<file path="src/design/trsp_pkg.sv">
// shared types, widths and codes of the trapezoid step rate profile
package trsp_pkg;

  localparam int unsigned MAX_TOP_DEF = 255;

  localparam int TOP_W      = 8;
  localparam int TIME_W     = 32;
  localparam int PHASE_W    = 3;
  localparam int CFG_IDX_W  = 2;
  localparam int CFG_DATA_W = 32;
  localparam int PROD_W     = TIME_W + TOP_W;
  localparam int DIV_STEPS  = TOP_W;
  localparam int CNT_W      = $clog2(DIV_STEPS);

  typedef logic [PHASE_W-1:0] phase_t;

  localparam phase_t PH_ACCEL    = 3'd0;
  localparam phase_t PH_CRUISE   = 3'd1;
  localparam phase_t PH_DECEL    = 3'd2;
  localparam phase_t PH_OVERTIME = 3'd3;
  localparam phase_t PH_START    = 3'd4;

  localparam logic CMD_START = 1'b0;
  localparam logic CMD_TICK  = 1'b1;

  localparam logic [CFG_IDX_W-1:0] REG_TARGET_TOP = 2'd0;
  localparam logic [CFG_IDX_W-1:0] REG_START_TOP  = 2'd1;
  localparam logic [CFG_IDX_W-1:0] REG_TOTAL_TIME = 2'd2;
  localparam logic [CFG_IDX_W-1:0] REG_RAMP_TIME  = 2'd3;

  typedef struct packed {
    logic load;
    logic eval;
    logic mul;
    logic div_step;
    logic finish;
  } trsp_cmd_t;

  typedef struct packed {
    logic div_needed;
  } trsp_stat_t;

endpackage

</file>
<file path="src/design/trsp_in_if.sv">
// request channel into the profile generator
interface trsp_in_if;
  logic        valid;
  logic        ready;
  logic        command;
  logic [31:0] now_us;

  modport source (output valid, command, now_us, input ready);
  modport sink (input valid, command, now_us, output ready);
endinterface

</file>
<file path="src/design/trsp_out_if.sv">
// result channel out of the profile generator
interface trsp_out_if;
  logic       valid;
  logic       ready;
  logic [7:0] top_value;
  logic       changed;
  logic [2:0] phase;

  modport source (output valid, top_value, changed, phase, input ready);
  modport sink (input valid, top_value, changed, phase, output ready);
endinterface

</file>
<file path="src/design/trsp_ctrl.sv">
// sequencing state machine of the profile generator
module trsp_ctrl
  import trsp_pkg::*;
(
  input  logic       clk,
  input  logic       rst_n,
  input  logic       in_valid,
  output logic       in_ready,
  input  logic       out_ready,
  output logic       out_valid,
  input  trsp_stat_t stat,
  output trsp_cmd_t  cmd
);

  localparam logic [2:0] ST_IDLE = 3'd0;
  localparam logic [2:0] ST_EVAL = 3'd1;
  localparam logic [2:0] ST_MUL  = 3'd2;
  localparam logic [2:0] ST_DIV  = 3'd3;
  localparam logic [2:0] ST_FIN  = 3'd4;

  logic [2:0]       state_r, state_nxt;
  logic [CNT_W-1:0] cnt_r, cnt_nxt;
  logic             out_valid_r, out_valid_nxt;

  always_comb begin
    state_nxt = state_r;
    cnt_nxt   = cnt_r;
    cmd       = '0;
    in_ready  = 1'b0;
    case (state_r)
      ST_IDLE: begin
        in_ready = 1'b1;
        if (in_valid) begin
          cmd.load  = 1'b1;
          state_nxt = ST_EVAL;
        end
      end
      ST_EVAL: begin
        cmd.eval  = 1'b1;
        state_nxt = ST_MUL;
      end
      ST_MUL: begin
        cmd.mul   = 1'b1;
        cnt_nxt   = '0;
        state_nxt = stat.div_needed ? ST_DIV : ST_FIN;
      end
      ST_DIV: begin
        cmd.div_step = 1'b1;
        cnt_nxt      = cnt_r + CNT_W'(1);
        if (cnt_r == CNT_W'(DIV_STEPS - 1)) begin
          state_nxt = ST_FIN;
        end
      end
      ST_FIN: begin
        // wait until the output register is free or being emptied
        if (!out_valid_r || out_ready) begin
          cmd.finish = 1'b1;
          state_nxt  = ST_IDLE;
        end
      end
      default: begin
        state_nxt = ST_IDLE;
      end
    endcase
  end

  always_comb begin
    out_valid_nxt = out_valid_r;
    if (cmd.finish) begin
      out_valid_nxt = 1'b1;
    end else if (out_ready) begin
      out_valid_nxt = 1'b0;
    end
  end

  always_ff @(posedge clk) begin
    if (!rst_n) begin
      state_r     <= ST_IDLE;
      cnt_r       <= '0;
      out_valid_r <= 1'b0;
    end else begin
      state_r     <= state_nxt;
      cnt_r       <= cnt_nxt;
      out_valid_r <= out_valid_nxt;
    end
  end

  assign out_valid = out_valid_r;

endmodule

</file>
<file path="src/design/trsp_dp.sv">
// registers, phase selection, multiplier and shift-subtract divider
module trsp_dp
  import trsp_pkg::*;
#(
  parameter int unsigned MAX_TOP = MAX_TOP_DEF
) (
  input  logic                  clk,
  input  logic                  rst_n,
  input  logic                  cfg_we,
  input  logic [CFG_IDX_W-1:0]  cfg_idx,
  input  logic [CFG_DATA_W-1:0] cfg_data,
  input  logic                  in_command,
  input  logic [TIME_W-1:0]     in_now_us,
  input  trsp_cmd_t             cmd,
  output trsp_stat_t            stat,
  output logic [TOP_W-1:0]      out_top_value,
  output logic                  out_changed,
  output phase_t                out_phase
);

  localparam logic [TOP_W-1:0] MAX_TOP_LIM =
    (MAX_TOP > 255) ? 8'hFF : TOP_W'(MAX_TOP);

  logic [TOP_W-1:0]  target_r, start_r;
  logic [TIME_W-1:0] total_r, ramp_r;
  logic [TIME_W-1:0] stamp_r;
  logic [TOP_W-1:0]  cur_r;

  logic              cmd_r;
  logic [TIME_W-1:0] now_r;
  phase_t            phase_r;
  logic [TIME_W-1:0] mult_r;
  logic              div_r;
  logic [TIME_W-1:0] rem_r;
  logic [TOP_W-1:0]  qsh_r;

  logic [TOP_W-1:0]  top_r;
  logic              changed_r;
  phase_t            phase_out_r;

  logic [TOP_W-1:0]  s_lvl, t_lvl, d_lvl;
  logic [TIME_W-1:0] elapsed, cruise_end, win;
  phase_t            phase_nxt;
  logic [TIME_W-1:0] mult_nxt;
  logic              div_nxt;
  logic [PROD_W-1:0] prod;
  logic [TIME_W:0]   rem_sh, rem_diff;
  logic              rem_ge;
  logic [TOP_W:0]    ceil_q;
  logic [TOP_W-1:0]  top_nxt;

  // clamped levels from the registers in force now
  always_comb begin
    s_lvl = (start_r > MAX_TOP_LIM) ? MAX_TOP_LIM : start_r;
    t_lvl = (target_r > s_lvl) ? s_lvl : target_r;
    d_lvl = s_lvl - t_lvl;
  end

  always_comb begin
    elapsed    = now_r - stamp_r;
    cruise_end = total_r - ramp_r;
    win        = total_r - elapsed;
    phase_nxt  = PH_OVERTIME;
    mult_nxt   = '0;
    div_nxt    = 1'b0;
    if (cmd_r == CMD_START) begin
      phase_nxt = PH_START;
    end else if (elapsed < ramp_r) begin
      phase_nxt = PH_ACCEL;
      mult_nxt  = elapsed;
      div_nxt   = 1'b1;
    end else if (elapsed < cruise_end) begin
      phase_nxt = PH_CRUISE;
    end else if (elapsed < total_r) begin
      phase_nxt = PH_DECEL;
      if (ramp_r != '0 && win <= ramp_r) begin
        mult_nxt = ramp_r - win;
        div_nxt  = 1'b1;
      end
    end
  end

  assign prod = PROD_W'(mult_r) * PROD_W'(d_lvl);

  // one quotient bit a step; the partial remainder always stays below the ramp time
  always_comb begin
    rem_sh   = {rem_r, qsh_r[TOP_W-1]};
    rem_ge   = rem_sh >= {1'b0, ramp_r};
    rem_diff = rem_sh - {1'b0, ramp_r};
  end

  always_comb begin
    ceil_q  = {1'b0, qsh_r} + ((rem_r != '0) ? 9'd1 : 9'd0);
    top_nxt = s_lvl;
    case (phase_r)
      PH_ACCEL:    top_nxt = s_lvl - ceil_q[TOP_W-1:0];
      PH_CRUISE:   top_nxt = t_lvl;
      PH_DECEL:    top_nxt = t_lvl + qsh_r;
      PH_OVERTIME: top_nxt = s_lvl;
      PH_START:    top_nxt = s_lvl;
      default:     top_nxt = s_lvl;
    endcase
  end

  always_ff @(posedge clk) begin
    if (!rst_n) begin
      target_r <= '0;
      start_r  <= 8'hFF;
      total_r  <= '0;
      ramp_r   <= '0;
      stamp_r  <= '0;
      cur_r    <= '0;
    end else begin
      if (cfg_we) begin
        case (cfg_idx)
          REG_TARGET_TOP: target_r <= cfg_data[TOP_W-1:0];
          REG_START_TOP:  start_r  <= cfg_data[TOP_W-1:0];
          REG_TOTAL_TIME: total_r  <= cfg_data[TIME_W-1:0];
          REG_RAMP_TIME:  ramp_r   <= cfg_data[TIME_W-1:0];
          default: ;
        endcase
      end
      if (cmd.finish) begin
        cur_r <= top_nxt;
        if (phase_r == PH_START) begin
          stamp_r <= now_r;
        end
      end
    end
  end

  always_ff @(posedge clk) begin
    if (cmd.load) begin
      cmd_r <= in_command;
      now_r <= in_now_us;
    end
    if (cmd.eval) begin
      phase_r <= phase_nxt;
      mult_r  <= mult_nxt;
      div_r   <= div_nxt;
    end
    if (cmd.mul) begin
      rem_r <= prod[PROD_W-1:TOP_W];
      qsh_r <= prod[TOP_W-1:0];
    end else if (cmd.div_step) begin
      rem_r <= rem_ge ? rem_diff[TIME_W-1:0] : rem_sh[TIME_W-1:0];
      qsh_r <= {qsh_r[TOP_W-2:0], rem_ge};
    end
    if (cmd.finish) begin
      top_r       <= top_nxt;
      changed_r   <= (top_nxt != cur_r);
      phase_out_r <= phase_r;
    end
  end

  assign stat.div_needed = div_r;
  assign out_top_value   = top_r;
  assign out_changed     = changed_r;
  assign out_phase       = phase_out_r;

endmodule

</file>
<file path="src/design/trapezoid_step_rate_profile.sv">
// Trapezoidal step rate profile: turns a microsecond timestamp into a stepper timer top
// value. A start request (command 0) stores its timestamp and loads the start top clamped
// to MAX_TOP; a tick request (command 1) measures the time since that start and returns the
// accelerate, cruise, decelerate or overtime top value, with a flag set when it differs from
// the value before. Ramp values come from a 32 x 8 bit multiply followed by an eight step
// shift-subtract divide by the ramp time, one quotient bit per cycle. A tick that falls in a
// ramp passes through accept, evaluate, multiply, 8 divide steps and finish before the next
// request is taken; start requests and ticks in cruise or overtime skip the divide. The finish
// step waits for as long as an earlier result is still held in the output register. One
// request is worked on at a time; a finished result waits in the output register while the
// next request is taken. Configuration must only be written while no request is in flight.
module trapezoid_step_rate_profile
  import trsp_pkg::*;
#(
  parameter int unsigned MAX_TOP = MAX_TOP_DEF
) (
  input  logic                  clk,
  input  logic                  rst_n,
  input  logic                  cfg_we,
  input  logic [CFG_IDX_W-1:0]  cfg_idx,
  input  logic [CFG_DATA_W-1:0] cfg_data,
  trsp_in_if.sink               in_ch,
  trsp_out_if.source            out_ch
);

  trsp_cmd_t  cmd;
  trsp_stat_t stat;

  trsp_ctrl u_ctrl (
    .clk       (clk),
    .rst_n     (rst_n),
    .in_valid  (in_ch.valid),
    .in_ready  (in_ch.ready),
    .out_ready (out_ch.ready),
    .out_valid (out_ch.valid),
    .stat      (stat),
    .cmd       (cmd)
  );

  trsp_dp #(
    .MAX_TOP (MAX_TOP)
  ) u_dp (
    .clk           (clk),
    .rst_n         (rst_n),
    .cfg_we        (cfg_we),
    .cfg_idx       (cfg_idx),
    .cfg_data      (cfg_data),
    .in_command    (in_ch.command),
    .in_now_us     (in_ch.now_us),
    .cmd           (cmd),
    .stat          (stat),
    .out_top_value (out_ch.top_value),
    .out_changed   (out_ch.changed),
    .out_phase     (out_ch.phase)
  );

  // the block is not ready in the cycle after it takes a request
  a_busy_after_accept: assert property (@(posedge clk) disable iff (!rst_n)
    (in_ch.valid && in_ch.ready) |=> !in_ch.ready)
    else $error("request taken while the previous one is still being evaluated");

  // a new result only appears at the end of work on a request
  a_result_after_work: assert property (@(posedge clk) disable iff (!rst_n)
    $rose(out_ch.valid) |-> $past(!in_ch.ready))
    else $error("result raised without a request in progress");

endmodule
</file>
<file path="src/flat_wrapper.sv">
// flat-port wrapper written by rule: the top's interface ports become plain ports
module trapezoid_step_rate_profile_flat import trsp_pkg::*;
#(
  parameter int unsigned MAX_TOP = MAX_TOP_DEF
)
  (clk, rst_n, cfg_we, cfg_idx, cfg_data, in_ch_valid, in_ch_command, in_ch_now_us, in_ch_ready, out_ch_valid, out_ch_top_value, out_ch_changed, out_ch_phase, out_ch_ready);
  trsp_in_if in_ch_i ();
  trsp_out_if out_ch_i ();
  input  logic clk;
  input  logic rst_n;
  input  logic cfg_we;
  input  logic [CFG_IDX_W-1:0] cfg_idx;
  input  logic [CFG_DATA_W-1:0] cfg_data;
  input wire logic [$bits(in_ch_i.valid)-1:0] in_ch_valid;
  input wire logic [$bits(in_ch_i.command)-1:0] in_ch_command;
  input wire logic [$bits(in_ch_i.now_us)-1:0] in_ch_now_us;
  output wire logic [$bits(in_ch_i.ready)-1:0] in_ch_ready;
  output wire logic [$bits(out_ch_i.valid)-1:0] out_ch_valid;
  output wire logic [$bits(out_ch_i.top_value)-1:0] out_ch_top_value;
  output wire logic [$bits(out_ch_i.changed)-1:0] out_ch_changed;
  output wire logic [$bits(out_ch_i.phase)-1:0] out_ch_phase;
  input wire logic [$bits(out_ch_i.ready)-1:0] out_ch_ready;
  assign in_ch_i.valid = in_ch_valid;
  assign in_ch_i.command = in_ch_command;
  assign in_ch_i.now_us = in_ch_now_us;
  assign in_ch_ready = in_ch_i.ready;
  assign out_ch_valid = out_ch_i.valid;
  assign out_ch_top_value = out_ch_i.top_value;
  assign out_ch_changed = out_ch_i.changed;
  assign out_ch_phase = out_ch_i.phase;
  assign out_ch_i.ready = out_ch_ready;
  trapezoid_step_rate_profile #(.MAX_TOP(MAX_TOP)) u_core (.clk(clk), .rst_n(rst_n), .cfg_we(cfg_we), .cfg_idx(cfg_idx), .cfg_data(cfg_data), .in_ch(in_ch_i), .out_ch(out_ch_i));
endmodule
</file>
<file path="config.mk">
export PLATFORM = sky130hd
export DESIGN_NAME = trapezoid_step_rate_profile_flat
export DESIGN_NICKNAME = d
export VERILOG_FILES = /design/src/design/trsp_pkg.sv /design/src/design/trsp_in_if.sv /design/src/design/trsp_out_if.sv /design/src/design/trsp_ctrl.sv /design/src/design/trsp_dp.sv /design/src/design/trapezoid_step_rate_profile.sv /design/src/flat_wrapper.sv
export SDC_FILE = /design/constraint.sdc
export NUM_CORES = 1
export LEC_CHECK = 0
export BUFFER_PORTS_ARGS = -buffer_cell sky130_fd_sc_hd__buf_2
export CORE_ASPECT_RATIO = 2
export CORE_MARGIN = 5
export CORE_UTILIZATION = 59
export DETAILED_ROUTE_END_ITERATION = 6
export PLACE_DENSITY = 0.89
export SKIP_CTS_REPAIR_TIMING = 1
export SYNTH_ARGS = -nofsm -noshare
export SYNTH_HDL_FRONTEND = slang
export SYNTH_SLANG_ARGS = --single-unit
</file>
<file path="constraint.sdc">
create_clock -name clk -period 8.2 [get_ports clk]
set_input_delay 1.64 -clock clk [delete_from_list [all_inputs] [get_ports clk]]
set_output_delay 1.64 -clock clk [all_outputs]
set_load 0.01 [all_outputs]
</file>
==> reports/results.txt <==
Yosys reg bits = 248
Sequential share of the synthesized area = 0.214
Root Driver = clkbuf_16
Initial antenna violation count = 0
Period utilisation layout = 0.974
Syn avg cell area = 8.36 µm²
Ranking of synthesized cells by area = ha_1 14%, fa_1 13%, edfxtp_1 13%
Final Cell Area = 31,800 µm²
Hold slack final = 0.455 ns
CP Class = reg -> reg
CP required = 8.51 ns
Drt drc = 0
Placed insts = 4,189
Synth cell count leaders = 395 x inv_1, 391 x nand2_1, 317 x ha_1
First-pass GRT wire length = 136,000 µm
Die H = 323 µm
Status = complete, no violations
RSZ-0062 raised after global routing = true
Setup violators final = 0
Area leader, netlist = ha_1
Post-DP Area = 30,700 µm²
Diode count = 0
Clock transition at the registers of the reported paths = 0.07 ns
Cell area power density = 387 nW/µm²
Post-synth top area share = 0.137
Min Tclk post-route = 7.98 ns
Routability cong. = 1.03
TritonCTS clock tree = yes
Asr flop ratio synth = 0
Critical path arrival = 8.30 ns
Slew Limit Fails = 0
Distinct cells, synth = 92
Clk_lat worst skew = 0.57 ns
Die width = 166 µm
Crit-path max FO = 5
Worst setup SP type = flop
Clk buf depth = 3
Ys flop type = dfxtp_1
Final hold vios = 0
HPWL after DPL = 68,700 µm
Final setup skew = 0.0171 ns
Fin nets = 4,163
Initial Util = 0.597
Tot GR Track Use = 0.311
DR WL/cell = 20.4 µm
Leak = 13.9 nW
Synthesized Nets = 4,034
Final Non-Filler Cells = 4,239
Number of cell rows = 114
Post-synth EDFFs = 121
Max_cap viols = 0
GRT Residual Overflow = 0
Worst-Margin Slew = 1.17 ns
Port bufs = 85
Slew headroom = 0.215
# clock sinks = 248
YS warnings = 0
Count leader, synth = inv_1
Via count = 26,427
Tot Pwr = 12.3 mW
Crit. End Element = flop
Synth-to-layout area growth = 10.3%
Final Util = 0.659
Drt initial violations = 1,725
Peak supply drop = 0.338 mV
F_max = 125 MHz
CORE AREA = 48,400 µm²
Top-Level Pins = 86
Post-Synthesis Cells = 3,456
Slowest CP cell = fa_1
Layout cell share with drive strength beyond 1 = 0.0975
Drt first pass iters = 6
Crit path largest cell delay = 0.55 ns
Die ar. = 53,700 µm²
Via density = 6.23
Largest net degree at the start of global routing = 78
Total CTS buffers = 22
Hold/Removal Path Class = reg -> reg
Routed Wire Length = 86,300 µm
Vias in the first global route = 27,332
H-tree levels = 1
Mapped Area = 28,900 µm²
Post-DRT Antenna Nets = 0
[kinds of logic after synthesis]
logic type,count (synthesis),share of synthesized area
compound gates,877,0.197
xor+xnor,170,0.0516
fa+ha+maj,506,0.268
buf+inv,505,0.0665
flops,248,0.214
mux,21,0.00728
simple gates,1129,0.195
[worst paths after layout]
check	cells after the start	endpoint	start	slack (ns)
max	37	u_core.u_dp.rem_r[28]	u_core.u_dp.start_r[5]	0.22
max reg2reg	37	u_core.u_dp.rem_r[28]	u_core.u_dp.start_r[5]	0.22
min reg2reg	2	u_core.u_dp.stamp_r[12]	u_core.u_dp.stamp_r[12]	0.46
min	2	u_core.u_dp.stamp_r[12]	u_core.u_dp.stamp_r[12]	0.46
[where the power goes]
part           switching, mW  leakage [nW]  internal [mW]
Clock                  0.512         0.385          0.611
Sequential            0.0934          2.16           1.42
Combinational           5.37          11.4           4.32
[cell usage in the layout (no fill, tap or decap), types with 9 or more instances in the layout]
| cell type | n |
|---|---|
| a211o_1 | 9 |
| a211oi_1 | 30 |
| a21o_1 | 96 |
| a21oi_1 | 294 |
| a21oi_2 | 9 |
| a221oi_1 | 11 |
| a22oi_1 | 28 |
| a31oi_1 | 31 |
| and2_1 | 181 |
| and3_1 | 25 |
| and4_1 | 9 |
| buf_2 | 85 |
| buf_4 | 116 |
| clkbuf_16 | 27 |
| dfxtp_1 | 124 |
| edfxtp_1 | 121 |
| fa_1 | 186 |
| ha_1 | 308 |
| inv_1 | 395 |
| mux2i_1 | 21 |
| nand2_1 | 390 |
| nand2b_1 | 80 |
| nand3_1 | 39 |
| nand3b_1 | 11 |
| nand4_1 | 32 |
| nor2_1 | 167 |
| nor2b_1 | 46 |
| nor3_1 | 53 |
| nor4_1 | 26 |
| o211ai_1 | 34 |
| o21a_1 | 36 |
| o21ai_0 | 120 |
| o21ai_1 | 12 |
| o21bai_1 | 30 |
| o31a_1 | 9 |
| o31ai_1 | 13 |
| or2_2 | 12 |
| or3_1 | 20 |
| xnor2_1 | 94 |
| xor2_1 | 72 |
[flip-flops by register name, indices dropped and copies added (netlist names)]
name,count
u_core.u_ctrl.out_valid,1
u_core.u_dp.total_r,32
u_core.u_ctrl.state_r,3
u_core.u_dp.phase_r,3
u_core.u_dp.target_r,8
u_core.u_dp.stat,1
u_core.u_dp.out_changed,1
u_core.u_ctrl.cnt_r,3
u_core.u_dp.ramp_r,32
u_core.u_dp.stamp_r,32
u_core.u_dp.now_r,32
u_core.u_dp.mult_r,32
u_core.u_dp.qsh_r,8
u_core.u_dp.out_phase,3
u_core.u_dp.cur_r,8
u_core.u_dp.start_r,8
u_core.u_dp.out_top_value,8
u_core.u_dp.rem_r,32
u_core.u_dp.cmd_r,1
[cell type report]
cell class	instances	area, µm²
multi-input combinational	2703	21100
fill	3831	16500
sequential	248	6180
inverter	397	1490
timing repair buffer	213	1480
tap	638	798
clock buffer	32	713
clock inverter	8	51.3
[layer usage]
metal,GRT usage,part of all wire,up-vias
met2,0.590,0.52,1096
li1,-,-,12242
met4,0.248,0.10,0
met3,0.0358,0.054,461
met5,0,0,-
met1,0.299,0.33,12628
[through the flow]
step | TNS, ns | setup WS (ns)
after global routing | -1.37 | -0.159
after detailed placement | -0.977 | -0.254
after global placement | -0.0268 | -0.0268
final | 0 | 0.217
after floorplan | 0 | 0.0177
after CTS | -1.50 | -0.311
[worst max-delay path, delay by kind of cell (launching register included)]
| family | cells | cell delay (ns) |
|---|---|---|
| fa+ha+maj | 7 | 2.91 |
| xor+xnor | 1 | 0.15 |
| buf+inv | 6 | 0.52 |
| simple gates | 9 | 1.38 |
| flops | 1 | 0.34 |
| compound gates | 14 | 2.42 |
Power figures use the tool's default switching activity.
